File: src/rtl/frsp_pkg.sv
`timescale 1ns / 1ps
// Shared types, codes and byte-class functions for the FASTA residue stream parser.
// No dependencies; used by every rtl file through scoped names.
package frsp_pkg;

   // Position and sequence length width
   localparam int POS_WIDTH = 32;

   localparam logic       CMD_BYTE = 1'b0;
   localparam logic       CMD_END  = 1'b1;

   localparam logic       MODE_NUC = 1'b0;
   localparam logic       MODE_AA  = 1'b1;

   localparam logic [2:0] KIND_RESIDUE   = 3'd0;
   localparam logic [2:0] KIND_SEPARATOR = 3'd1;
   localparam logic [2:0] KIND_IDENT     = 3'd2;
   localparam logic [2:0] KIND_RECORD    = 3'd3;
   localparam logic [2:0] KIND_ERROR     = 3'd4;
   localparam logic [2:0] KIND_DONE      = 3'd5;

   localparam logic [1:0] ERR_BAD_RESIDUE  = 2'd0;
   localparam logic [1:0] ERR_EMPTY_HEADER = 2'd1;
   localparam logic [1:0] ERR_TOO_MANY     = 2'd2;
   localparam logic [1:0] ERR_NO_SEQUENCES = 2'd3;

   localparam logic [7:0] NUC_LIMIT = 8'd251;
   localparam logic [7:0] AA_LIMIT  = 8'd235;
   localparam logic [7:0] NUC_SHIFT = 8'd4;
   localparam logic [7:0] HDR_MARK  = 8'h3E;
   localparam logic [7:0] NEWLINE   = 8'h0A;
   localparam logic [7:0] CNT_MAX   = 8'hFF;

   typedef logic [POS_WIDTH-1:0] pos_type;

   typedef enum logic [2:0] {
      PH_START,
      PH_HLEAD,
      PH_HID,
      PH_HTAIL,
      PH_SEQ,
      PH_SKIP
   } phase_type;

   typedef struct packed {
      logic [2:0]  kind;
      logic [7:0]  out_byte;
      logic [31:0] position;
      logic [31:0] seq_length;
      logic [7:0]  seq_index;
      logic [1:0]  error_code;
      logic        last_of_run;
   } result_type;

   // Results of one processed beat, in order
   typedef struct packed {
      logic [1:0]  count;
      result_type  slot0;
      result_type  slot1;
   } push_type;

   function automatic result_type make_result(input logic [2:0] kind,
                                              input logic [7:0] byte_val,
                                              input logic [31:0] pos,
                                              input logic [31:0] len,
                                              input logic [7:0] idx,
                                              input logic [1:0] err);
      result_type r;
      r.kind        = kind;
      r.out_byte    = byte_val;
      r.position    = pos;
      r.seq_length  = len;
      r.seq_index   = idx;
      r.error_code  = err;
      r.last_of_run = 1'b0;
      return r;
   endfunction

   function automatic logic is_ws(input logic [7:0] c);
      return (c == 8'd32) || (c >= 8'd9 && c <= 8'd13);
   endfunction

   function automatic logic [7:0] to_upper(input logic [7:0] c);
      return (c >= 8'h61 && c <= 8'h7A) ? c - 8'd32 : c;
   endfunction

   // ACDEFGHIKLMNPQRSTVWY
   function automatic logic is_aa(input logic [7:0] c);
      logic hit;
      case (c) inside
         8'h41, [8'h43:8'h49], [8'h4B:8'h4E], [8'h50:8'h54],
         8'h56, 8'h57, 8'h59: hit = 1'b1;
         default:             hit = 1'b0;
      endcase
      return hit;
   endfunction

   function automatic logic in_alphabet(input logic mode, input logic [7:0] u);
      logic hit;
      if (mode == MODE_AA) begin
         hit = is_aa(u);
      end else begin
         hit = (u == 8'h41) || (u == 8'h43) || (u == 8'h47) || (u == 8'h54);
      end
      return hit;
   endfunction

   // Separator for nucleotide mode: bump past A, C, G, T codes
   function automatic logic [7:0] nuc_sep(input logic [7:0] idx);
      logic [7:0] s;
      s = idx + 8'd1;
      if (s == 8'h41 || s == 8'h43 || s == 8'h47 || s == 8'h54) begin
         s = s + NUC_SHIFT;
      end
      return s;
   endfunction

   // Separator for amino-acid mode: step past a run of letters (longest run is 7)
   function automatic logic [7:0] aa_sep(input logic [7:0] idx);
      logic [7:0] s;
      s = idx + 8'd1;
      for (int i = 0; i < 8; i++) begin
         if (is_aa(s)) begin
            s = s + 8'd1;
         end
      end
      return s;
   endfunction

endpackage

File: src/rtl/fasta_residue_stream_parser.sv
`timescale 1ns / 1ps
// A request beat is registered in the input stage, then classified into the result
// queue once the queue has room; its first result is offered from the queue head.
// Throughput: one request beat per cycle while the queue has room; a beat that causes
// two results (record plus separator, error or done) hands them out one after the
// other on the single result port. Reset (synchronous, active high): parse state,
// queue and input stage clear; mode is nucleotide.
module fasta_residue_stream_parser (
   input  logic        clock,
   input  logic        reset,

   input  logic        req_valid,
   output logic        req_stall,
   input  logic        req_command,
   input  logic [7:0]  req_data_byte,

   output logic        rsp_valid,
   input  logic        rsp_stall,
   output logic [2:0]  rsp_kind,
   output logic [7:0]  rsp_out_byte,
   output logic [31:0] rsp_position,
   output logic [31:0] rsp_seq_length,
   output logic [7:0]  rsp_seq_index,
   output logic [1:0]  rsp_error_code,
   output logic        rsp_last_of_run,

   input  logic        csr_wr_en,
   input  logic        csr_wr_data
);

   // Alphabet mode register
   logic mode_ff, mode_in;

   // Input stage: one held beat
   logic       in_valid_ff, in_valid_in;
   logic       in_cmd_ff;
   logic [7:0] in_byte_ff;

   logic                 accept;
   logic                 room;
   logic                 go;
   frsp_pkg::push_type   push;
   frsp_pkg::result_type head;

   // Process the held beat only when the queue can take two results; the
   // stall decision then depends on registered state only.
   assign go          = in_valid_ff && room;
   assign req_stall   = in_valid_ff && !room;
   assign accept      = req_valid && !req_stall;
   assign in_valid_in = accept || (in_valid_ff && !go);
   assign mode_in     = csr_wr_en ? csr_wr_data : mode_ff;

   always_ff @(posedge clock) begin
      if (reset) begin
         mode_ff     <= frsp_pkg::MODE_NUC;
         in_valid_ff <= 1'b0;
      end else begin
         mode_ff     <= mode_in;
         in_valid_ff <= in_valid_in;
      end
   end

   // Payload: load on accept, hold otherwise
   always_ff @(posedge clock) begin
      if (accept) begin
         in_cmd_ff  <= req_command;
         in_byte_ff <= req_data_byte;
      end
   end

   frsp_parse_core u_core (
      .clock     (clock),
      .reset     (reset),
      .go        (go),
      .mode      (mode_ff),
      .cmd       (in_cmd_ff),
      .data_byte (in_byte_ff),
      .push      (push)
   );

   frsp_result_fifo u_fifo (
      .clock     (clock),
      .reset     (reset),
      .push      (push),
      .rsp_stall (rsp_stall),
      .rsp_valid (rsp_valid),
      .head      (head),
      .room      (room)
   );

   // Drive the result beat from the queue head
   assign rsp_kind        = head.kind;
   assign rsp_out_byte    = head.out_byte;
   assign rsp_position    = head.position;
   assign rsp_seq_length  = head.seq_length;
   assign rsp_seq_index   = head.seq_index;
   assign rsp_error_code  = head.error_code;
   assign rsp_last_of_run = head.last_of_run;

   // A stall is only ever raised against a held beat
   assert property (@(posedge clock) disable iff (reset) req_stall |-> in_valid_ff)
      else $error("request stall without a held beat");

   // An error result always ends its beat
   assert property (@(posedge clock) disable iff (reset)
      (rsp_valid && rsp_kind == frsp_pkg::KIND_ERROR) |-> rsp_last_of_run)
      else $error("error result not last of its beat");

   // A done result always ends its beat
   assert property (@(posedge clock) disable iff (reset)
      (rsp_valid && rsp_kind == frsp_pkg::KIND_DONE) |-> rsp_last_of_run)
      else $error("done result not last of its beat");

   // Nothing is offered right after reset
   assert property (@(posedge clock) reset |=> !rsp_valid)
      else $error("result offered after reset");

endmodule

File: src/rtl/frsp_parse_core.sv
`timescale 1ns / 1ps
// Parse state and the per-beat classification logic; emits up to two results per beat.
// Depends on frsp_pkg.
module frsp_parse_core (
   input  logic               clock,
   input  logic               reset,
   input  logic               go,
   input  logic               mode,
   input  logic               cmd,
   input  logic [7:0]         data_byte,
   output frsp_pkg::push_type push
);

   frsp_pkg::phase_type phase_ff, phase_in;
   logic                in_seq_ff, in_seq_in;
   frsp_pkg::pos_type   len_ff, len_in;
   frsp_pkg::pos_type   start_ff, start_in;
   frsp_pkg::pos_type   wpos_ff, wpos_in;
   logic [7:0]          cnt_ff, cnt_in;
   logic                err_ff, err_in;

   logic [7:0]             upper;
   logic                   ws;
   logic                   nl;
   logic                   rec_open;
   logic [7:0]             cnt_inc;
   logic [7:0]             cnt_after;
   logic [7:0]             sep_byte;
   logic                   over_limit;
   logic                   take_seq;
   frsp_pkg::result_type   record;
   frsp_pkg::result_type   slot0, slot1;
   logic [1:0]             nres;

   assign upper      = frsp_pkg::to_upper(data_byte);
   assign ws         = frsp_pkg::is_ws(data_byte);
   assign nl         = (data_byte == frsp_pkg::NEWLINE);
   assign rec_open   = in_seq_ff && (len_ff != '0);
   assign cnt_inc    = (cnt_ff != frsp_pkg::CNT_MAX) ? cnt_ff + 8'd1 : cnt_ff;
   assign cnt_after  = rec_open ? cnt_inc : cnt_ff;
   assign sep_byte   = (mode == frsp_pkg::MODE_AA) ? frsp_pkg::aa_sep(cnt_ff)
                                                   : frsp_pkg::nuc_sep(cnt_ff);
   assign over_limit = (mode == frsp_pkg::MODE_AA) ? (cnt_ff >= frsp_pkg::AA_LIMIT)
                                                   : (cnt_ff >= frsp_pkg::NUC_LIMIT);
   assign record     = frsp_pkg::make_result(frsp_pkg::KIND_RECORD, 8'd0, 32'(start_ff),
                                             32'(len_ff), cnt_ff, 2'd0);

   always_ff @(posedge clock) begin
      if (reset) begin
         phase_ff  <= frsp_pkg::PH_START;
         in_seq_ff <= 1'b0;
         len_ff    <= '0;
         start_ff  <= '0;
         wpos_ff   <= '0;
         cnt_ff    <= '0;
         err_ff    <= 1'b0;
      end else begin
         phase_ff  <= phase_in;
         in_seq_ff <= in_seq_in;
         len_ff    <= len_in;
         start_ff  <= start_in;
         wpos_ff   <= wpos_in;
         cnt_ff    <= cnt_in;
         err_ff    <= err_in;
      end
   end

   always_comb begin
      phase_in  = phase_ff;
      in_seq_in = in_seq_ff;
      len_in    = len_ff;
      start_in  = start_ff;
      wpos_in   = wpos_ff;
      cnt_in    = cnt_ff;
      err_in    = err_ff;
      slot0     = '0;
      slot1     = '0;
      nres      = 2'd0;
      take_seq  = 1'b0;

      if (go && !err_ff) begin
         if (cmd == frsp_pkg::CMD_END) begin
            if (phase_ff == frsp_pkg::PH_HLEAD) begin
               slot0  = frsp_pkg::make_result(frsp_pkg::KIND_ERROR, 8'd0, 32'd0, 32'd0,
                                              8'd0, frsp_pkg::ERR_EMPTY_HEADER);
               nres   = 2'd1;
               err_in = 1'b1;
            end else begin
               if (rec_open) begin
                  slot0  = record;
                  cnt_in = cnt_inc;
               end
               if (cnt_after == 8'd0) begin
                  slot0  = frsp_pkg::make_result(frsp_pkg::KIND_ERROR, 8'd0, 32'd0, 32'd0,
                                                 8'd0, frsp_pkg::ERR_NO_SEQUENCES);
                  nres   = 2'd1;
                  err_in = 1'b1;
               end else begin
                  if (rec_open) begin
                     slot1 = frsp_pkg::make_result(frsp_pkg::KIND_DONE, 8'd0, 32'd0,
                                                   32'd0, cnt_after, 2'd0);
                     nres  = 2'd2;
                  end else begin
                     slot0 = frsp_pkg::make_result(frsp_pkg::KIND_DONE, 8'd0, 32'd0,
                                                   32'd0, cnt_after, 2'd0);
                     nres  = 2'd1;
                  end
                  // start over for a new stream
                  phase_in  = frsp_pkg::PH_START;
                  in_seq_in = 1'b0;
                  len_in    = '0;
                  start_in  = '0;
                  wpos_in   = '0;
                  cnt_in    = '0;
               end
            end
         end else begin
            unique case (phase_ff) inside
               frsp_pkg::PH_HLEAD: begin
                  if (nl) begin
                     slot0  = frsp_pkg::make_result(frsp_pkg::KIND_ERROR, 8'd0, 32'd0,
                                                    32'd0, 8'd0, frsp_pkg::ERR_EMPTY_HEADER);
                     nres   = 2'd1;
                     err_in = 1'b1;
                  end else if (!ws) begin
                     in_seq_in = 1'b1;
                     phase_in  = frsp_pkg::PH_HID;
                     slot0     = frsp_pkg::make_result(frsp_pkg::KIND_IDENT, data_byte,
                                                       32'd0, 32'd0, 8'd0, 2'd0);
                     nres      = 2'd1;
                  end
               end
               frsp_pkg::PH_HID: begin
                  if (nl) begin
                     phase_in = frsp_pkg::PH_START;
                  end else if (ws) begin
                     phase_in = frsp_pkg::PH_HTAIL;
                  end else begin
                     slot0 = frsp_pkg::make_result(frsp_pkg::KIND_IDENT, data_byte,
                                                   32'd0, 32'd0, 8'd0, 2'd0);
                     nres  = 2'd1;
                  end
               end
               frsp_pkg::PH_SEQ: begin
                  if (nl) begin
                     phase_in = frsp_pkg::PH_START;
                  end else begin
                     take_seq = 1'b1;
                  end
               end
               frsp_pkg::PH_START: begin
                  if (nl) begin
                     phase_in = frsp_pkg::PH_START;
                  end else if (data_byte == frsp_pkg::HDR_MARK) begin
                     // header closes the open sequence: record, then separator or too-many error
                     if (rec_open) begin
                        slot0  = record;
                        cnt_in = cnt_inc;
                        if (over_limit) begin
                           slot1  = frsp_pkg::make_result(frsp_pkg::KIND_ERROR, 8'd0, 32'd0,
                                                          32'd0, 8'd0, frsp_pkg::ERR_TOO_MANY);
                           err_in = 1'b1;
                        end else begin
                           slot1   = frsp_pkg::make_result(frsp_pkg::KIND_SEPARATOR,
                                                           sep_byte, 32'(wpos_ff), 32'd0,
                                                           cnt_ff, 2'd0);
                           wpos_in = wpos_ff + 1'b1;
                        end
                        nres = 2'd2;
                     end
                     len_in   = '0;
                     start_in = wpos_in;
                     phase_in = frsp_pkg::PH_HLEAD;
                  end else if (in_seq_ff) begin
                     phase_in = frsp_pkg::PH_SEQ;
                     take_seq = 1'b1;
                  end else begin
                     phase_in = frsp_pkg::PH_SKIP;
                  end
               end
               frsp_pkg::PH_HTAIL, frsp_pkg::PH_SKIP: begin
                  if (nl) begin
                     phase_in = frsp_pkg::PH_START;
                  end
               end
               default: begin
                  phase_in = frsp_pkg::PH_START;
               end
            endcase

            if (take_seq && !ws) begin
               if (!frsp_pkg::in_alphabet(mode, upper)) begin
                  slot0  = frsp_pkg::make_result(frsp_pkg::KIND_ERROR, 8'd0, 32'd0, 32'd0,
                                                 8'd0, frsp_pkg::ERR_BAD_RESIDUE);
                  err_in = 1'b1;
               end else begin
                  slot0   = frsp_pkg::make_result(frsp_pkg::KIND_RESIDUE, upper,
                                                  32'(wpos_ff), 32'd0, 8'd0, 2'd0);
                  wpos_in = wpos_ff + 1'b1;
                  len_in  = len_ff + 1'b1;
               end
               nres = 2'd1;
            end
         end
      end

      // flag the final result of the beat
      if (nres == 2'd1) begin
         slot0.last_of_run = 1'b1;
      end
      if (nres == 2'd2) begin
         slot1.last_of_run = 1'b1;
      end

      push.count = nres;
      push.slot0 = slot0;
      push.slot1 = slot1;
   end

endmodule

File: src/rtl/frsp_result_fifo.sv
`timescale 1ns / 1ps
// Four-entry result queue: takes up to two results per cycle, hands out one unless the output stalls.
// Depends on frsp_pkg.
module frsp_result_fifo (
   input  logic                 clock,
   input  logic                 reset,
   input  frsp_pkg::push_type   push,
   input  logic                 rsp_stall,
   output logic                 rsp_valid,
   output frsp_pkg::result_type head,
   output logic                 room
);

   frsp_pkg::result_type mem_ff [4];
   logic [1:0]           wr_ptr_ff, wr_ptr_in;
   logic [1:0]           rd_ptr_ff, rd_ptr_in;
   logic [2:0]           count_ff, count_in;
   logic                 pop;

   assign rsp_valid = (count_ff != 3'd0);
   assign head      = mem_ff[rd_ptr_ff];
   // space for a two-result beat whatever the output side does
   assign room      = (count_ff <= 3'd2);
   assign pop       = rsp_valid && !rsp_stall;

   assign wr_ptr_in = wr_ptr_ff + push.count;
   assign rd_ptr_in = rd_ptr_ff + {1'b0, pop};
   assign count_in  = count_ff + {1'b0, push.count} - {2'b00, pop};

   always_ff @(posedge clock) begin
      if (reset) begin
         wr_ptr_ff <= '0;
         rd_ptr_ff <= '0;
         count_ff  <= '0;
      end else begin
         wr_ptr_ff <= wr_ptr_in;
         rd_ptr_ff <= rd_ptr_in;
         count_ff  <= count_in;
      end
   end

   always_ff @(posedge clock) begin
      if (push.count != 2'd0) begin
         mem_ff[wr_ptr_ff] <= push.slot0;
      end
      if (push.count == 2'd2) begin
         mem_ff[wr_ptr_ff + 2'd1] <= push.slot1;
      end
   end

endmodule

File: config.mk
export PLATFORM = sky130hd
export DESIGN_NAME = fasta_residue_stream_parser
export DESIGN_NICKNAME = d
export VERILOG_FILES = /design/src/rtl/frsp_pkg.sv /design/src/rtl/fasta_residue_stream_parser.sv /design/src/rtl/frsp_parse_core.sv /design/src/rtl/frsp_result_fifo.sv
export SDC_FILE = /design/constraint.sdc
export NUM_CORES = 1
export LEC_CHECK = 0
export BUFFER_PORTS_ARGS = -buffer_cell sky130_fd_sc_hd__buf_2
export CAP_MARGIN = 20
export CORE_MARGIN = 8
export CORE_UTILIZATION = 30
export DETAILED_ROUTE_END_ITERATION = 7
export PLACE_DENSITY = 0.41
export SKIP_LAST_GASP = 1
export SYNTH_ARGS = -nofsm -noshare
export SYNTH_HDL_FRONTEND = slang
export SYNTH_HIERARCHICAL = 1
export SYNTH_SLANG_ARGS = --single-unit
File: constraint.sdc
create_clock -name clock -period 11.25 [get_ports clock]
set_input_delay 0.5625 -clock clock [delete_from_list [all_inputs] [get_ports clock]]
set_output_delay 0.5625 -clock clock [all_outputs]
set_load 0.01 [all_outputs]
==> results of run 1 <==
-- layer usage --
metal / up-vias / part of all wire, % / wire length [um]
li1: 8749 / - / -
met1: 9645 / 46 / 36800
met2: 468 / 47 / 37900
met3: 105 / 4.6 / 3650
met4: 0 / 2.0 / 1610
met5: - / 0 / 0
-- layout make-up --
| type | count | area [um^2] |
|---|---|---|
| multi-input cells | 1626 | 13100 |
| flip-flops and latches | 471 | 13000 |
| repair buffers | 135 | 758 |
| inverters | 23 | 86.3 |
| clock buffers | 82 | 1570 |
| clock inverters | 23 | 264 |
| fillers | 8888 | 59400 |
| diodes | 1 | 2.50 |
| well taps | 1176 | 1470 |
-- worst max-delay path, stage by stage (launching register included) --
cell and delay, ns:
sky130_fd_sc_hd__dfxtp_1 0.94, sky130_fd_sc_hd__ha_1 0.55, sky130_fd_sc_hd__nand4_1 0.26, sky130_fd_sc_hd__o21ai_0 0.60
sky130_fd_sc_hd__o22ai_1 0.27, sky130_fd_sc_hd__nand3_1 0.16, sky130_fd_sc_hd__nor4_1 0.09, sky130_fd_sc_hd__nor2_1 0.18
sky130_fd_sc_hd__inv_1 0.09, sky130_fd_sc_hd__nor3_1 0.40, sky130_fd_sc_hd__nand2_1 0.46, sky130_fd_sc_hd__nand2_4 0.80
sky130_fd_sc_hd__nor2b_2 0.40, sky130_fd_sc_hd__and3b_4 0.70, sky130_fd_sc_hd__a21o_4 0.66, sky130_fd_sc_hd__buf_4 0.73
-- power groups by stage --
stage / sequential (W) / clock [W] / combinational (W)
6_report: 0.00195 / 0.00183 / 0.000619
2_1_floorplan: 0.00196 / 0 / 0.000424
3_3_place_gp: 0.00199 / 0 / 0.000641
5_1_grt: 0.00196 / 0.00195 / 0.000674
4_1_cts: 0.00196 / 0.00189 / 0.000643
3_5_place_dp: 0.00199 / 0 / 0.000640
-- state kept, by name, summed over array words and instances, names as in the netlist --
signal            count
u_core/in_seq_ff      1
u_core/len_ff        32
u_core/phase_ff       3
in_byte_ff            8
u_core/cnt_ff         8
u_fifo/wr_ptr_ff      2
mode_ff               1
in_cmd_ff             1
u_core/start_ff      32
u_core/err_ff         1
u_fifo/rd_ptr_ff      2
u_fifo/mem_ff       344
u_fifo/count_ff       3
in_valid_ff           1
u_core/wpos_ff       32
-- cell usage in the layout, fill, tap and decap left out, drive strengths merged, types with 17 or more instances in the layout --
master  count
edfxtp    353
mux2      344
nor2      175
nand2     135
a21oi     135
buf       135
dfxtp     118
o21ai     113
mux4       86
clkbuf     82
and3       72
and2       51
nor3       48
nand3      41
a22oi      38
a22o       36
conb       34
xnor2      30
inv        24
nor2b      22
xor2       19
a311oi     18
a31oi      17
clkinv     17
-- cells by family after synthesis --
| logic type | count (synthesis) | share of synthesized area, % |
|---|---|---|
| XOR/XNOR | 49 | 1.65 |
| AO/OA/AOI/OAI | 458 | 11.1 |
| other | 1 | 0.0139 |
| AND/OR/NAND/NOR | 633 | 11.8 |
| buffers and inverters | 234 | 4.40 |
| flip-flops | 471 | 48.0 |
| multiplexers | 437 | 22.3 |
| adder cells (fa/ha/maj) | 15 | 0.723 |
-- worst paths after layout --
check	start	to	slack (ns)	cells after the start
worst max-delay path	u_core/cnt_ff[0]	u_fifo/mem_ff[2][47]	3.54	15
worst min-delay path	req_command	in_cmd_ff	0.11	1
worst max register to register	u_core/cnt_ff[0]	u_fifo/mem_ff[2][47]	3.54	15
worst min register to register	u_core/start_ff[1]	u_core/start_ff[1]	0.49	2
-- stage by stage --
stage,std cells,setup WS (ns)
2_1_floorplan,2331,0.895
3_3_place_gp,3430,3.68
3_5_place_dp,3430,3.58
4_1_cts,3535,3.54
5_1_grt,3536,2.93
6_report,3537,3.54
-- cell usage after synthesis (all sizes together), types with 5 or more instances --
| library cell | n |
|---|---|
| a211oi | 7 |
| a21o | 15 |
| a21oi | 135 |
| a221oi | 7 |
| a22o | 36 |
| a22oi | 38 |
| a311oi | 18 |
| a31oi | 17 |
| and2 | 51 |
| and3 | 72 |
| buf | 101 |
| clkbuf | 110 |
| dfxtp | 118 |
| edfxtp | 353 |
| ha | 14 |
| inv | 23 |
| mux2 | 344 |
| mux2i | 7 |
| mux4 | 86 |
| nand2 | 135 |
| nand2b | 14 |
| nand3 | 41 |
| nand3b | 13 |
| nand4 | 12 |
| nor2 | 175 |
| nor2b | 22 |
| nor3 | 48 |
| nor4 | 16 |
| nor4b | 5 |
| o211ai | 7 |
| o21a | 8 |
| o21ai | 113 |
| o22ai | 8 |
| o2bb2ai | 5 |
| or3 | 12 |
| or4 | 5 |
| xnor2 | 30 |
| xor2 | 19 |
==> parameters.txt, run 1 <==
Parameter                              Value

Run status
  Result of the run    completed

Timing
  Final number of max-transition violations    0
  Share of the clock period used by the worst path    68.6%
  Setup TNS    0 ns
  Final Hold Slack    around 0.11 ns
  Hold violation count in the final report    0
  RSZ-0062 raised after global routing    false
  Headroom to the max-slew limit    25.6%
  Final-report setup violation count    0
  Min Tclk post-route    7.71 ns
  Clock skew after layout    0.0301 ns
  Highest attainable clock frequency    0.130 GHz
  Actual transition at the worst max-transition pin    around 1.1 ns

Worst setup path
  Critical path data required time    11.47 ns
  Max FO, Critical Path    65
  Crit start category    flop
  Crit path capture type    flop
  Crit Path Category    flop to flop
  Arr. time, crit path    7.94 ns

Global routing
  Number of antenna violations at the first check in global routing    2
  Most used routing layer    met2
  Vias in the first global route    19200
  Global Route Usage Sum    15.7%
  Met1 demand-to-capacity share in global routing    21.4%
  Maximum number of pins on one net before global-route repair    73
  Met3 GRT Util    2.28%
  Total grt overflow    0
  Global-route wire length before repair    122000 um
  Met2 demand-to-capacity share in global routing    between 20% and 30%

Die
  Total core area    ~0.09 mm^2
  Number of rows created at floorplan    110
  Starting density of the core    30.1%
  Total I/O pin count    103
  Die area    0.0998 mm^2
  Die span in y    316 um
  Chip width    about 320 um

Clock network
  Clock Root Buffer    sky130_fd_sc_hd__clkbuf_16
  Worst-path clk slew    ~0.060 ns
  Hold-fix buffer count after cts    0
  Setup Buffers After CTS    0
  Number of buffers created by CTS    57
  Max Root-Sink Buffers    3
  Post-CTS Resized    0
  H-Tree Depth    2
  CTS tree    done
  Clock sink total    between 400 and 500
  Insertion delay of the later-clocked pin in the worst-skew pair    0.63 ns

Power
  PwrDens    roughly 150 mW/mm^2
  Pleak    10.3 nW
  Power consumption    0.00441 W
  Switching power    0.00116 W
  Relative contribution of the clock network to total power    41.6%
  Combinational group share of total power    between 10 and 15%
  Reg power frac    44.3%
  Share of total power consumed by net switching    a little over a quarter
  Max rail drop VDD    0.000113 V
  Internal power component    0.00325 W

Cells and area
  Layout Nets    2344
  Proportion of layout cells with a drive suffix above 1    a little over a quarter
  Finished Cell Area    0.0302 mm^2
  Fraction of the core area covered by cells at the end of the flow    33.7%
  Layout-stage area growth over the synthesis result    11.8%

Routing
  First DRT Iteration DRCs    approximately 1400
  Remaining number of nets flagged by the antenna check after routing    0
  Number of vias per cell after detailed routing    5.36
  Routed wire length per instance    22.6 um
  Drt total wl    80000 um
  Overall via count from detail_route    19000
  Count of TritonRoute iterations in the first routing pass    5
  Number of remaining DRC errors    0

Place
  Weighted congestion at the end of routability-driven global placement    0.846
  Placed cell areas    ~0.028 mm^2
  HPWL reported at the end of detailed placement    50300 um
  Number of input and output port buffers inserted    102

Yosys
  Area share of the largest cell type after synthesis    roughly two fifths
  Most frequently used flop master after synthesis    sky130_fd_sc_hd__edfxtp_1
  Count of unique library cells instantiated by Yosys    91
  Async set-or-reset flop fraction in the synthesized netlist    0%
  Mapped Avg Cell Area    roughly 12 um^2
  Synth top area cells    sky130_fd_sc_hd__edfxtp_1 39%, sky130_fd_sc_hd__mux2_2 11%, sky130_fd_sc_hd__dfxtp_1 8.8%
  Instance count of the mapped netlist    2298
  Number of warning messages in the yosys log    6
  Seq/Total Area, Yosys    around 48%
  Post-synth EDFFs    353
  Netlist area before placement    0.0270 mm^2
  Most area-hungry cell type in the Yosys netlist    sky130_fd_sc_hd__edfxtp_1
  Register bit count reported by yosys    471

Worst hold path
  Worst hold path type    input port to flop

Job
  Max-cap check violation count    0
Note: power is estimated with default switching activity, not from simulation.
==> run 2, diff against run 1 <==
Clock period 11.25 ns to 7.2 ns, I/O delays scaled along.
==> run 2 against run 1 <==
Clock power up 61%. Utilization rose by 0.49 points. Critical path depth rose by 7. Register-to-register slack lost 2.6 ns. First-iteration DRC count shrank 1.7%. Sequential power grew 58%. Critical path type unchanged. Clock skew up 0.00067 ns. Combinational power rose by 54%. Worst hold slack worse by 0.039 ns.
==> parameters.txt, run 2 (synthesis gave the netlist of run 1 again) <==
Parameter                              Value

Place
  Weighted congestion at the end of routability-driven global placement    0.807 (was 0.846)
  HPWL reported at the end of detailed placement    50500 um (was 50300 um)
  Number of input and output port buffers inserted    102 (unchanged)

Power
  Max rail drop VDD    0.000165 V (was 0.000113 V)
  PwrDens    228 mW/mm^2 (was 146 mW/mm^2)
  Pleak    10.5 nW (was 10.3 nW)

Timing
  Clock skew after layout    0.0308 ns (was 0.0301 ns)
  Final-report setup violation count    0 (unchanged)
  Final Hold Slack    0.0731 ns (was 0.112 ns)
  Headroom to the max-slew limit    28.0% (was 25.6%)
  Final number of max-transition violations    0 (unchanged)
  Hold violation count in the final report    0 (unchanged)
  Highest attainable clock frequency    0.159 GHz (was 0.130 GHz)
  Share of the clock period used by the worst path    87.2% (was 68.6%)
  Actual transition at the worst max-transition pin    1.05 ns (was 1.12 ns)
  Min Tclk post-route    6.28 ns (was 7.71 ns)
  Setup TNS    0 ns (unchanged)
  RSZ-0062 raised after global routing    false (unchanged)

Cells and area
  Commonest non-fill, non-tap cell in the layout    sky130_fd_sc_hd__edfxtp_1 (unchanged)
  Layout Nets    2372 (was 2344)
  Proportion of layout cells with a drive suffix above 1    28.0% (was 27.5%)
  Most frequent cells in the layout    353 x sky130_fd_sc_hd__edfxtp_1, 266 x sky130_fd_sc_hd__mux2_2, 171 x sky130_fd_sc_hd__nor2_1 (unchanged)
  Number of flip-flops under the largest register name    344 (unchanged)
  Layout-stage area growth over the synthesis result    13.5% (was 11.8%)
  Antenna diode instance count    0 (was 1)
  Largest Register    u_fifo/mem_ff (unchanged)

Die
  Total I/O pin count    103 (unchanged)
  Die area    0.0998 mm^2 (unchanged)
  Number of rows created at floorplan    110 (unchanged)
  Chip width    316 um (unchanged)
  Starting density of the core    30.1% (unchanged)
  Die span in y    316 um (unchanged)
  Total core area    0.0896 mm^2 (unchanged)

Global routing
  Vias in the first global route    19400 (was 19200)
  Number of antenna violations at the first check in global routing    4 (was 2)
  Global-route wire length before repair    124000 um (was 122000 um)
  Maximum number of pins on one net before global-route repair    87 (was 73)
  Global Route Usage Sum    15.9% (was 15.7%)
  Total grt overflow    0 (unchanged)

Worst setup path
  Crit Path Category    flop to flop (unchanged)
  Critical path data required time    7.54 ns (was 11.47 ns)
  Crit start category    flop (unchanged)
  Cell with the largest stage delay on the worst path    sky130_fd_sc_hd__nor3_1 (was sky130_fd_sc_hd__dfxtp_1)
  Terminus of the critical flop-to-flop path    u_fifo/mem_ff[0][76] (was u_fifo/mem_ff[2][47])
  Max FO, Critical Path    55 (was 65)
  Crit path buffers/inverters    5 (was 2)
  Arr. time, crit path    6.62 ns (was 7.94 ns)
  Delay of the slowest cell on the worst path    0.57 ns (was 0.94 ns)
  Critical path's top delay family    simple AND/OR/NAND/NOR gates (unchanged)
  Launching point of the worst reg2reg path    u_core/len_ff[0] (was u_core/cnt_ff[0])
  R2r setup slk    0.92 ns (was 3.54 ns)
  Worst Reg2Reg Path Length in Cells    22 (was 15)
  Crit path capture type    flop (unchanged)
  Series of cell instances along the critical path    inv_1 > ha_1 > nor4b_1 > nand4_1 > nor2_1 > nor2_1 > buf_4 > o21a_1 > nor3_1 > a21oi_1 > a21oi_1 > nand3_1 > nor4_1 > nor2_1 > inv_1 > nor3_1 > nor3_1 > buf_4 > nor2b_2 > nand3_4 > buf_12 > mux2_2 (was ha_1 > nand4_1 > o21ai_0 > o22ai_1 > nand3_1 > nor4_1 > nor2_1 > inv_1 > nor3_1 > nand2_1 > nand2_4 > nor2b_2 > and3b_4 > a21o_4 > buf_4)

Routing
  Number of remaining DRC errors    0 (unchanged)
  Remaining number of nets flagged by the antenna check after routing    0 (unchanged)
  Count of TritonRoute iterations in the first routing pass    5 (unchanged)
  Number of vias per cell after detailed routing    5.33 (was 5.36)
  Overall via count from detail_route    19000 (about the same)
  First DRT Iteration DRCs    1373 (was 1397)
  Routed wire length per instance    22.9 um (was 22.6 um)
  Drt total wl    81700 um (was 80000 um)

Clock network
  Number of buffers created by CTS    56 (was 57)
  Clock Root Buffer    sky130_fd_sc_hd__clkbuf_16 (unchanged)
  Max Root-Sink Buffers    3 (unchanged)
  Post-CTS Resized    0 (unchanged)
  Setup Buffers After CTS    0 (unchanged)
  Clock sink total    471 (unchanged)
  CTS tree    done (unchanged)
  Insertion delay of the later-clocked pin in the worst-skew pair    0.62 ns (was 0.63 ns)
  Worst-path clk slew    0.06 ns (about the same)
  H-Tree Depth    2 (unchanged)

Worst hold path
  Hold path cells    2 (was 1)
  End of the worst hold path    in_valid_ff (was in_cmd_ff)
  Worst hold path type    input port to flop (unchanged)
  Min-Delay Startpoint    req_valid (was req_command)

Run status
  Result of the run    completed (unchanged)

Job
  Max-cap check violation count    0 (unchanged)
==> run 2: layout make-up <==
cell class                 count  area (um^2)
fill                        8859        59000
inverter                      23         86.3
clock inverter                23          302
sequential                   471        13000
tap                         1176         1470
timing repair buffer         164         1120
clock buffer                  82         1620
multi-input combinational   1626        13100
==> run 2: how the worst max path moves through the flow <==
stage,start,to,slack [ns],cells after the start
2_1_floorplan,u_core/cnt_ff[0],u_fifo/mem_ff[2][0],0.94,22
6_report,u_core/len_ff[0],u_fifo/mem_ff[0][76],0.92,22
3_3_place_gp,u_core/len_ff[0],u_fifo/mem_ff[0][59],1.07,22
5_1_grt,u_core/cnt_ff[1],u_fifo/mem_ff[1][78],0.41,19
4_1_cts,u_core/cnt_ff[1],u_fifo/mem_ff[1][78],0.99,19
3_5_place_dp,u_core/cnt_ff[2],u_fifo/mem_ff[1][78],1.01,19
==> run 2: metal layers <==
metal	wire [um]	GRT usage, %	part of all wire (%)	vias up
met4	1620	3.75	2.0	2
met1	37600	21.9	46	9627
met5	13	0	0.016	-
li1	-	-	-	8812
met3	3840	2.30	4.7	102
met2	38700	26.4	47	471
==> run 2: what timing repair did <==
| action | 4_1_cts | 5_1_grt |
|---|---|---|
| hold buffers | 11 | 0 |
| setup endpoints to repair | 0 | 0 |
| endpoints found under the hold margin | 10 | 0 |
==> run 2: per-stage QoR <==
step                      util [%]  instances  cell area [um^2]  worst slack, ns  power, W
after floorplan                  -       2331             27100            0.941   0.00371
after global placement        31.9       3448             28600             1.07   0.00412
after detailed placement      31.9       3448             28600             1.01   0.00413
after CTS                     34.2       3564             30600            0.991   0.00712
after global routing          34.2       3565             30600            0.409   0.00727
final                         34.2       3565             30600            0.923   0.00698
==> run 2: report_power, final <==
part	switching [W]	internal (W)	total [W]
Combinational	0.000543	0.000413	0.000955
Clock	0.00117	0.00178	0.00295
Sequential	0.000102	0.00297	0.00308
==> run 3, diff against run 2 <==
Settings changed: ABC_AREA set to 1.
==> run 3 against run 2 <==
Power rose by 7.1%. Synthesized cell count rose by 48%. Combinational power rose by 48%. Area after synthesis barely moved. Wire length rose by 13%. First-iteration DRC count rose by 37%. Sequential power barely moved. Worst hold slack improved by 0.12 ns.
==> parameters.txt, run 3 <==
Parameter                              Value

Run status
  Result of the run    completed (unchanged)

Worst hold path
  Min-Delay Startpoint    rsp_stall (was req_valid)
  Hold path cells    4 (was 2)
  End of the worst hold path    u_fifo/rd_ptr_ff[0] (was in_valid_ff)
  Worst hold path type    input port to flop (unchanged)

Yosys
  Count of unique library cells instantiated by Yosys    57 (was 91)
  Register bit count reported by yosys    471 (unchanged)
  Mux contribution to synthesized area    0.0417% (was 22.3%)
  Top cell types by occurrence after synthesis    774 x sky130_fd_sc_hd__nand2_1, 432 x sky130_fd_sc_hd__o21ai_0, 353 x sky130_fd_sc_hd__edfxtp_1 (was 353 x sky130_fd_sc_hd__edfxtp_1, 266 x sky130_fd_sc_hd__mux2_2, 175 x sky130_fd_sc_hd__nor2_1)
  Mapped Avg Cell Area    7.96 um^2 (was 11.7 um^2)
  Number of warning messages in the yosys log    6 (unchanged)
  Seq/Total Area, Yosys    48.0% (about the same)
  Netlist area before placement    0.0270 mm^2 (about the same)
  Share of the synthesized netlist area taken by xor and xnor gates    1.24% (was 1.65%)
  Instance count of the mapped netlist    3391 (was 2298)
  Most frequently used flop master after synthesis    sky130_fd_sc_hd__edfxtp_1 (unchanged)
  Area share of the largest cell type after synthesis    39.3% (about the same)
  Synth top area cells    sky130_fd_sc_hd__edfxtp_1 39%, sky130_fd_sc_hd__nand2_1 11%, sky130_fd_sc_hd__dfxtp_1 8.8% (was sky130_fd_sc_hd__edfxtp_1 39%, sky130_fd_sc_hd__mux2_2 11%, sky130_fd_sc_hd__dfxtp_1 8.8%)
  Most numerous cell in the Yosys netlist    sky130_fd_sc_hd__nand2_1 (was sky130_fd_sc_hd__edfxtp_1)
  Post-synth EDFFs    353 (unchanged)
  Most area-hungry cell type in the Yosys netlist    sky130_fd_sc_hd__edfxtp_1 (unchanged)
  Combinational family with the most area after synthesis    simple AND/OR/NAND/NOR gates (was multiplexers)
  Post-Synth Adder-Cell Area    0.723% (about the same)
  Async set-or-reset flop fraction in the synthesized netlist    0% (unchanged)
  Post-synthesis share of cell area spent on and, or, nand and nor gates    20.8% (was 11.8%)
  Compound-Gate Fraction of Synth Area    19.9% (was 11.1%)

Timing
  Final Hold Slack    0.195 ns (was 0.0731 ns)
  Share of the clock period used by the worst path    84.2% (was 87.2%)
  Setup TNS    0 ns (unchanged)
  Headroom to the max-slew limit    25.5% (was 28.0%)
  Final-report setup violation count    0 (unchanged)
  Clock skew after layout    0.0287 ns (was 0.0308 ns)
  Highest attainable clock frequency    0.165 GHz (was 0.159 GHz)
  RSZ-0062 raised after global routing    false (unchanged)
  Hold violation count in the final report    0 (unchanged)
  Actual transition at the worst max-transition pin    1.11 ns (was 1.05 ns)
  Final number of max-transition violations    0 (unchanged)
  Min Tclk post-route    6.06 ns (was 6.28 ns)

Worst setup path
  Crit path capture type    flop (unchanged)
  Critical path data required time    7.54 ns (about the same)
  Max FO, Critical Path    12 (was 55)
  Critical path's top delay family    simple AND/OR/NAND/NOR gates (unchanged)
  R2r setup slk    1.14 ns (was 0.92 ns)
  Crit start category    flop (unchanged)
  Crit Path Category    flop to flop (unchanged)
  Delay of the slowest cell on the worst path    0.68 ns (was 0.57 ns)
  Most used cell along the critical path    sky130_fd_sc_hd__nand2_1
  Terminus of the critical flop-to-flop path    u_fifo/mem_ff[1][75] (was u_fifo/mem_ff[0][76])
  Worst Reg2Reg Path Length in Cells    44 (was 22)
  Crit path buffers/inverters    3 (was 5)
  Arr. time, crit path    6.40 ns (was 6.62 ns)
  Cell with the largest stage delay on the worst path    sky130_fd_sc_hd__dfxtp_1 (was sky130_fd_sc_hd__nor3_1)
  Launching point of the worst reg2reg path    u_core/cnt_ff[0] (was u_core/len_ff[0])

Place
  Number of input and output port buffers inserted    102 (unchanged)
  Weighted congestion at the end of routability-driven global placement    0.857 (was 0.807)
  HPWL reported at the end of detailed placement    56100 um (was 50500 um)

Power
  Share of total power consumed by net switching    31.3% (was 26.0%)
  Switching power    0.00234 W (was 0.00182 W)
  Reg power frac    41.2% (was 44.1%)
  Combinational group share of total power    18.9% (was 13.7%)
  Pleak    9.61 nW (was 10.5 nW)
  Internal power component    0.00513 W (was 0.00516 W)
  Relative contribution of the clock network to total power    39.9% (was 42.3%)
  PwrDens    247 mW/mm^2 (was 228 mW/mm^2)
  Max rail drop VDD    0.000179 V (was 0.000165 V)

Routing
  Overall via count from detail_route    23900 (was 19000)
  Routed wire length per instance    19.9 um (was 22.9 um)
  Remaining number of nets flagged by the antenna check after routing    0 (unchanged)
  Number of remaining DRC errors    0 (unchanged)
  Number of vias per cell after detailed routing    5.17 (was 5.33)
  First DRT Iteration DRCs    1884 (was 1373)
  Drt total wl    92100 um (was 81700 um)
  Count of TritonRoute iterations in the first routing pass    7 (was 5)

Clock network
  CTS tree    done (unchanged)
  Setup Buffers After CTS    0 (unchanged)
  Clock Root Buffer    sky130_fd_sc_hd__clkbuf_16 (unchanged)
  Max Root-Sink Buffers    3 (unchanged)
  H-Tree Depth    2 (unchanged)
  Number of buffers created by CTS    58 (was 56)
  Post-CTS Resized    0 (unchanged)
  Worst-path clk slew    0.06 ns (about the same)
  Insertion delay of the later-clocked pin in the worst-skew pair    0.64 ns (was 0.62 ns)
  Clock sink total    471 (unchanged)

Die
  Die area    0.0998 mm^2 (about the same)
  Total core area    0.0896 mm^2 (unchanged)
  Total I/O pin count    103 (unchanged)
  Die span in y    316 um (about the same)
  Chip width    316 um (about the same)
  Number of rows created at floorplan    110 (unchanged)
  Starting density of the core    30.1% (about the same)

Cells and area
  Layout Nets    3428 (was 2372)
  Number of flip-flops under the largest register name    344 (unchanged)
  Fraction of the core area covered by cells at the end of the flow    33.8% (was 34.2%)
  FF/Latch Area    0.0130 mm^2 (about the same)
  Filler cell count    9372 (was 8859)
  Most frequent cells in the layout    766 x sky130_fd_sc_hd__nand2_1, 432 x sky130_fd_sc_hd__o21ai_0, 353 x sky130_fd_sc_hd__edfxtp_1 (was 353 x sky130_fd_sc_hd__edfxtp_1, 266 x sky130_fd_sc_hd__mux2_2, 171 x sky130_fd_sc_hd__nor2_1)
  Largest Register    u_fifo/mem_ff (unchanged)
  Antenna diode instance count    0 (unchanged)
  Total area of multi-input combinational cells    0.0117 mm^2 (was 0.0131 mm^2)
  Layout-stage area growth over the synthesis result    12.4% (was 13.5%)
  Proportion of layout cells with a drive suffix above 1    9.28% (was 28.0%)
  Commonest non-fill, non-tap cell in the layout    sky130_fd_sc_hd__nand2_1 (was sky130_fd_sc_hd__edfxtp_1)

Global routing
  Total grt overflow    0 (unchanged)
  Global Route Usage Sum    17.9% (was 15.9%)
  Maximum number of pins on one net before global-route repair    173 (was 87)
  Vias in the first global route    23100 (was 19400)
  Global-route wire length before repair    141000 um (was 124000 um)
  Number of antenna violations at the first check in global routing    0 (was 4)

Job
  Max-cap check violation count    0 (unchanged)
[run 3: layout make-up]
type / count / area share, %
Clock inverter: 25 / 0.863
Multi-Input combinational cell: 2420 / 38.7
Inverter: 286 / 3.55
Clock buffer: 84 / 5.55
Tap cell: 1176 / 4.85
Timing Repair Buffer: 161 / 3.67
Sequential cell: 471 / 42.8
[run 3: kinds of logic (layout without fill, tap and decap cells)]
group | after synthesis | count (layout)
muxes | 1 | 1
and+or+nand+nor | 1347 | 1347
other | 1 | 34
AOI/OAI and AO/OA | 987 | 987
xor gates and xnor gates | 36 | 36
adders and majority gates | 15 | 15
buffers and inverters | 533 | 556
DFF | 471 | 471
[run 3: repair_timing]
| item | CTS | global route |
|---|---|---|
| hold endpoints to repair | 11 | 0 |
| endpoints found under the setup margin | 0 | 0 |
| hold buffers | 13 | 0 |
[run 3: worst register-to-register path: cells and delay by family (launching register included)]
kind	cells	cell delay, ns
buffers and inverters	3	0.73
AO/OA/AOI/OAI	4	0.56
adder cells (fa/ha/maj)	1	0.53
flip-flops	1	0.68
AND/OR/NAND/NOR	36	3.29
[run 3: worst max path at each step]
stage	from	endpoint	depth (start not counted)
6_report	u_core/cnt_ff[0]	u_fifo/mem_ff[1][75]	44
2_1_floorplan	u_core/cnt_ff[1]	u_fifo/mem_ff[3][0]	20
5_1_grt	u_core/cnt_ff[0]	u_fifo/mem_ff[1][75]	42
3_5_place_dp	u_core/cnt_ff[0]	u_fifo/mem_ff[1][75]	44
4_1_cts	u_core/cnt_ff[0]	u_fifo/mem_ff[1][75]	44
3_3_place_gp	u_core/cnt_ff[0]	u_fifo/mem_ff[1][67]	23
[run 3: metal layers]
metal,routed length (um),global-route usage (%),vias to the layer above
li1,-,-,11600
met3,3890,1.98,114
met5,0,0,-
met1,42500,24.1,11600
met2,43900,30.8,580
met4,1810,4.26,0
[run 3: power by group through the flow]
stage	Clock [W]	Sequential, W	Combinational, W
6_report	0.00298	0.00308	0.00141
5_1_grt	0.00316	0.00309	0.00157
4_1_cts	0.00307	0.00308	0.00147
3_5_place_dp	0	0.00314	0.00146
3_3_place_gp	0	0.00314	0.00145
2_1_floorplan	0	0.00310	0.000870
[run 3: stage by stage]
| stage | setup WS, ns | std cells | instance area, um^2 | total power, W |
|---|---|---|---|---|
| 6_report | 1.14 | 4623 | 30300 | 0.00748 |
| 5_1_grt | 0.546 | 4623 | 30300 | 0.00783 |
| 4_1_cts | 1.27 | 4623 | 30300 | 0.00762 |
| 3_5_place_dp | 1.29 | 4501 | 28200 | 0.00460 |
| 3_3_place_gp | 1.45 | 4500 | 28200 | 0.00460 |
| 2_1_floorplan | 1.41 | 3424 | 27100 | 0.00397 |
